### src/rtl/core/rtpq_pkg.sv
// Shared constants, codes, types and helper functions of the RTP transport packet queue.
// No dependencies; every other file in rtl/core takes names from here by scope.
`timescale 1ns / 1ps
package rtpq_pkg;

    localparam int QUEUE_SLOTS   = 16;
    localparam int PAYLOAD_WORDS = 47;
    localparam int HDR_WORDS     = 3;
    localparam int PKT_WORDS     = HDR_WORDS + PAYLOAD_WORDS;
    localparam int STORE_WORDS   = 2 * QUEUE_SLOTS * PAYLOAD_WORDS;

    localparam int SLOT_W = $clog2(QUEUE_SLOTS);
    localparam int IDX_W  = $clog2(PAYLOAD_WORDS);
    localparam int CNT_W  = $clog2(PKT_WORDS);
    localparam int ADDR_W = $clog2(STORE_WORDS);

    localparam int WORD_W = 32;
    localparam int SEQ_W  = 16;
    localparam int PT_W   = 7;
    localparam int CFG_IDX_W = 2;

    localparam logic [7:0] RTP_VERSION_BYTE = 8'h80;
    localparam logic [PT_W-1:0] PT_RESET = PT_W'(33);

    localparam logic [IDX_W-1:0] LAST_IDX = IDX_W'(PAYLOAD_WORDS - 1);
    localparam logic [CNT_W-1:0] LAST_CNT = CNT_W'(PKT_WORDS - 1);
    localparam logic [CNT_W-1:0] CNT_HDR0 = CNT_W'(0);
    localparam logic [CNT_W-1:0] CNT_HDR1 = CNT_W'(1);
    localparam logic [CNT_W-1:0] CNT_HDR2 = CNT_W'(2);
    // a payload read is issued while the packet word just before it goes out
    localparam logic [CNT_W-1:0] RD_FIRST = CNT_W'(HDR_WORDS - 1);
    localparam logic [CNT_W-1:0] RD_LAST  = CNT_W'(HDR_WORDS + PAYLOAD_WORDS - 2);

    // input operation codes
    localparam logic OP_PUT  = 1'b0;
    localparam logic OP_SEND = 1'b1;

    // result kinds
    localparam logic KIND_WORD   = 1'b0;
    localparam logic KIND_STATUS = 1'b1;

    // configuration register indexes
    localparam logic [CFG_IDX_W-1:0] CFG_SSRC      = 2'd0;
    localparam logic [CFG_IDX_W-1:0] CFG_START_SEQ = 2'd1;
    localparam logic [CFG_IDX_W-1:0] CFG_PT        = 2'd2;

    // controller -> datapath
    typedef struct packed {
        logic             put;         // put word accepted
        logic             send_start;  // send accepted on a non-empty queue
        logic             send_adv;    // load packet word word_cnt into the output
        logic [CNT_W-1:0] word_cnt;
    } t_dp_cmd;

    // datapath -> controller
    typedef struct packed {
        logic sel_empty;  // queue named by the incoming item is empty
        logic out_free;   // output register can take a result this cycle
    } t_dp_status;

    function automatic logic [SLOT_W-1:0] next_slot(input logic [SLOT_W-1:0] s);
        next_slot = (s == SLOT_W'(QUEUE_SLOTS - 1)) ? '0 : s + SLOT_W'(1);
    endfunction

    function automatic logic [ADDR_W-1:0] store_addr(input logic q,
                                                     input logic [SLOT_W-1:0] slot,
                                                     input logic [IDX_W-1:0] word);
        store_addr = ADDR_W'((int'(q) * QUEUE_SLOTS + int'(slot)) * PAYLOAD_WORDS
                             + int'(word));
    endfunction

endpackage

### src/rtl/core/rtpq_ctrl.sv
// Controller of the RTP transport packet queue: input handshake and send sequencer.
// Depends on rtpq_pkg; drives rtpq_dp through t_dp_cmd.
`timescale 1ns / 1ps
module rtpq_ctrl (
    input  logic                i_clk,
    input  logic                i_rst_n,
    input  logic                i_in_valid,
    input  logic                i_in_op,
    input  rtpq_pkg::t_dp_status i_status,
    output logic                o_in_ready,
    output rtpq_pkg::t_dp_cmd   o_cmd
);

    typedef enum logic {S_IDLE, S_SEND} t_state;

    t_state                     r_state, n_state;
    logic [rtpq_pkg::CNT_W-1:0] r_cnt, n_cnt;
    logic                       in_fire;

    always_comb begin
        o_in_ready        = (r_state == S_IDLE) && i_status.out_free;
        in_fire           = i_in_valid && o_in_ready;
        o_cmd.put         = in_fire && (i_in_op == rtpq_pkg::OP_PUT);
        o_cmd.send_start  = in_fire && (i_in_op == rtpq_pkg::OP_SEND) && !i_status.sel_empty;
        o_cmd.send_adv    = (r_state == S_SEND) && i_status.out_free;
        o_cmd.word_cnt    = r_cnt;

        n_state = r_state;
        n_cnt   = r_cnt;
        case (r_state)
            S_IDLE: begin
                if (o_cmd.send_start) begin
                    n_state = S_SEND;
                    n_cnt   = '0;
                end
            end
            S_SEND: begin
                if (o_cmd.send_adv) begin
                    if (r_cnt == rtpq_pkg::LAST_CNT) begin
                        n_state = S_IDLE;
                        n_cnt   = '0;
                    end else begin
                        n_cnt = r_cnt + rtpq_pkg::CNT_W'(1);
                    end
                end
            end
            default: begin
                n_state = S_IDLE;
                n_cnt   = '0;
            end
        endcase
    end

    always_ff @(posedge i_clk) begin
        if (!i_rst_n) begin
            r_state <= S_IDLE;
            r_cnt   <= '0;
        end else begin
            r_state <= n_state;
            r_cnt   <= n_cnt;
        end
    end

endmodule

### config.mk
export PLATFORM = sky130hd
export DESIGN_NAME = rtpq_ctrl
export DESIGN_NICKNAME = d
export VERILOG_FILES = /design/src/rtl/core/rtpq_pkg.sv /design/src/rtl/core/rtpq_ctrl.sv
export SDC_FILE = /design/constraint.sdc
export NUM_CORES = 1
export LEC_CHECK = 0
export BUFFER_PORTS_ARGS = -buffer_cell sky130_fd_sc_hd__buf_2
export CAP_MARGIN = 5
export CORE_AREA = 2 2 39 41
export CTS_CLUSTER_DIAMETER = 40
export DETAILED_ROUTE_END_ITERATION = 6
export DIE_AREA = 0 0 41 43
export PLACE_DENSITY = 0.69
export SETUP_SLACK_MARGIN = 0.1
export SLEW_MARGIN = 30
export SYNTH_ARGS = -nofsm -noshare
export SYNTH_HDL_FRONTEND = slang
export SYNTH_SLANG_ARGS = --single-unit
### constraint.sdc
create_clock -name i_clk -period 1.1 [get_ports i_clk]
set_input_delay 0.33 -clock i_clk [delete_from_list [all_inputs] [get_ports i_clk]]
set_output_delay 0.33 -clock i_clk [all_outputs]
set_load 0.005 [all_outputs]
==> impl_metrics.json <==
{
  "status": "complete, but fails checks",
  "failed_checks": "negative setup slack",
  "dieArea_sq_um": 1760,
  "clk_path_buf_depth": 2,
  "end_kind": "primary output",
  "wire_per_inst_microns": 13.9,
  "syn_avg_cell_area_sq_um": 8.62,
  "dp_hpwl_microns": 1000,
  "post_dp_cell_area_sq_um": 658,
  "fillers": 117,
  "syn_inst": 53,
  "fmax_ghz": 0.766,
  "cp.arrival_ps": 970,
  "slew_headroom_pct": 78.4,
  "antenna_left": 0,
  "insertedDiodeCount": 0,
  "period_minus_slack_ps": 1300,
  "htree_levels": 1,
  "worstMarginPinSlew_ps": 323,
  "register_area_sq_um": 154,
  "dr.pass1.iters": 6,
  "cts.sinks": 7,
  "drc": 0,
  "synth_fp_nets": 61,
  "ys.flop_type": "dfxtp_1",
  "hold_slack_ps": 412,
  "core_area_sq_um": 1380,
  "routed_wl_microns": 1480,
  "die_y_microns": 43,
  "drv_slew": 0,
  "synth_cell_types": 28,
  "drt-initial-drc-count": 14,
  "numPortBuffers": 15,
  "crit_fanout": 3,
  "cap_viol_max_count": 0,
  "cts_buffers": 3,
  "rows": 14,
  "via_count": 577,
  "clk_pin_slew_ps": 60,
  "hold_viol_final": 0,
  "start_util_pct": 33.0,
  "dieWidth_microns": 41,
  "design_area_sq_um": 841,
  "worstPathRequired_ps": 770,
  "grt_pass1_vias": 537,
  "rsz0062_at_grt": "yes",
  "yosys_register_bits": 7,
  "ys_seq_area_share_pct": 30.7,
  "synthToLayoutAreaGrowth_pct": 84.1,
  "finalNetCount": 99,
  "grt_first_pass_wirelength_microns": 2360,
  "via_per_inst": 5.44,
  "min_period_over_period_pct": 119,
  "skew_ps": 3.53,
  "synth_edf_count": 0,
  "critPathKind": "flip-flop to primary output",
  "hold_path.class": "input port to flip-flop",
  "cellPowerDensity_nw_per_um2": 717,
  "yosysWarnings": 0,
  "gp_congestion": 0.837,
  "startpoint_type": "flip-flop",
  "syn-cell-area_sq_um": 457,
  "setup_violations": 15,
  "insertion_delay_ps": 270,
  "p_total_w": 0.000603,
  "grt.overflow.total": 0,
  "multi_input_area_sq_um": 328,
  "clock-root-buffer": "clkbuf_4",
  "layoutNonFillerInstCount": 106,
  "drive_gt1_share_pct": 65.6,
  "async_reset_ff_share_pct": 0,
  "peakVddDrop_v": 0.000399,
  "ioPinCount": 16,
  "dp.cells": 95,
  "fin_ws_ps": -205,
  "grt_max_degree": 8,
  "tritoncts": "yes",
  "grt_usage_pct": 20.3,
  "antenna_found_initial": 0,
  "leakage_nw": 0.377
}
Yosys cell counts (2+ instances only):
cell       number  share of area (%)
ha_1            2                5.5
dfxtp_1         7                 31
o31ai_1         2                3.3
nand4b_1        2                3.8
nand3_1         2                2.2
o211ai_1        2                3.3
nand2_1         7                5.8
a2bb2oi_1       2                3.8
buf_6           2                4.9
nor2b_1         2                2.7
o32ai_1         2                3.8
inv_1           5                4.1
placed cells by master, fill, tap and decap left out, types with 2 or more instances in the layout:
master,instances
nand4b_1,2
buf_6,11
dfxtp_4,2
inv_1,4
nand2_1,7
o32ai_1,2
dfxtp_2,5
buf_2,10
buf_4,16
a2bb2oi_1,2
o211ai_1,2
clkbuf_4,3
kinds of logic (layout without fill, tap and decap cells):
kind of cell / count (synthesis) / count (layout) / share of synthesized area [%]
AOI/OAI and AO/OA: 16 / 16 / 28.5
buffers and inverters: 9 / 46 / 10.7
DFF: 7 / 7 / 30.7
adders and majority gates: 2 / 2 / 5.48
and+or+nand+nor: 19 / 19 / 24.7
metal layers:
metal	track usage, %	up-vias	share of wire, %
li1	-	272	-
met1	23.3	270	41
met2	30.3	28	49
met3	3.66	7	5.1
met4	17.3	0	4.9
met5	0	-	0
worst max-delay path: stages (launching register included):
cell and delay (ps):
dfxtp_4 360, nor2b_4 120, nand2_1 60, nor2_1 70
buf_2 110
state kept, by name, summed over array words and instances, names as in the netlist:
register / cells
r_state: 1
r_cnt: 6
cell type report:
cell class              count  area share (%)
multi-input cells          37            39.0
repair buffers             37            35.0
well taps                  16            2.38
flip-flops and latches      7            18.3
clock buffers               4            3.13
inverters                   5            2.23
timing repair:
item | CTS | global route
hold buffers | 0 | 0
buffers inserted | 7 | 0
resized for setup | 22 | 4
hold endpoints to repair | 0 | 0
setup endpoints to repair | 17 | 17
pin swaps | 5 | 1
per-stage QoR:
stage	worst slack (ps)	util (%)	setup TNS, ps
final	-205	60.8	-1660
after CTS	-213	59.0	-1320
after detailed placement	-209	47.6	-1400
after global routing	-249	60.8	-2060
after floorplan	-48.6	-	-235
after global placement	-140	47.6	-1040
path summary, 6_finish.rpt:
| check | cells past startpoint | startpoint | slack (ps) | endpoint |
|---|---|---|---|---|
| setup / recovery | 4 | r_state | -200 | o_cmd[8] |
| hold / removal | 3 | i_rst_n | 410 | r_cnt[3] |
| setup reg to reg | 5 | r_cnt[0] | -190 | r_cnt[4] |
| hold reg to reg | 1 | r_cnt[0] | 520 | r_cnt[0] |
where the power goes:
part           switching, W  internal (W)
Combinational     0.0000371     0.0000464
Clock              0.000123      0.000140
Sequential       0.00000366      0.000252
(Power assumes the default switching activity.)
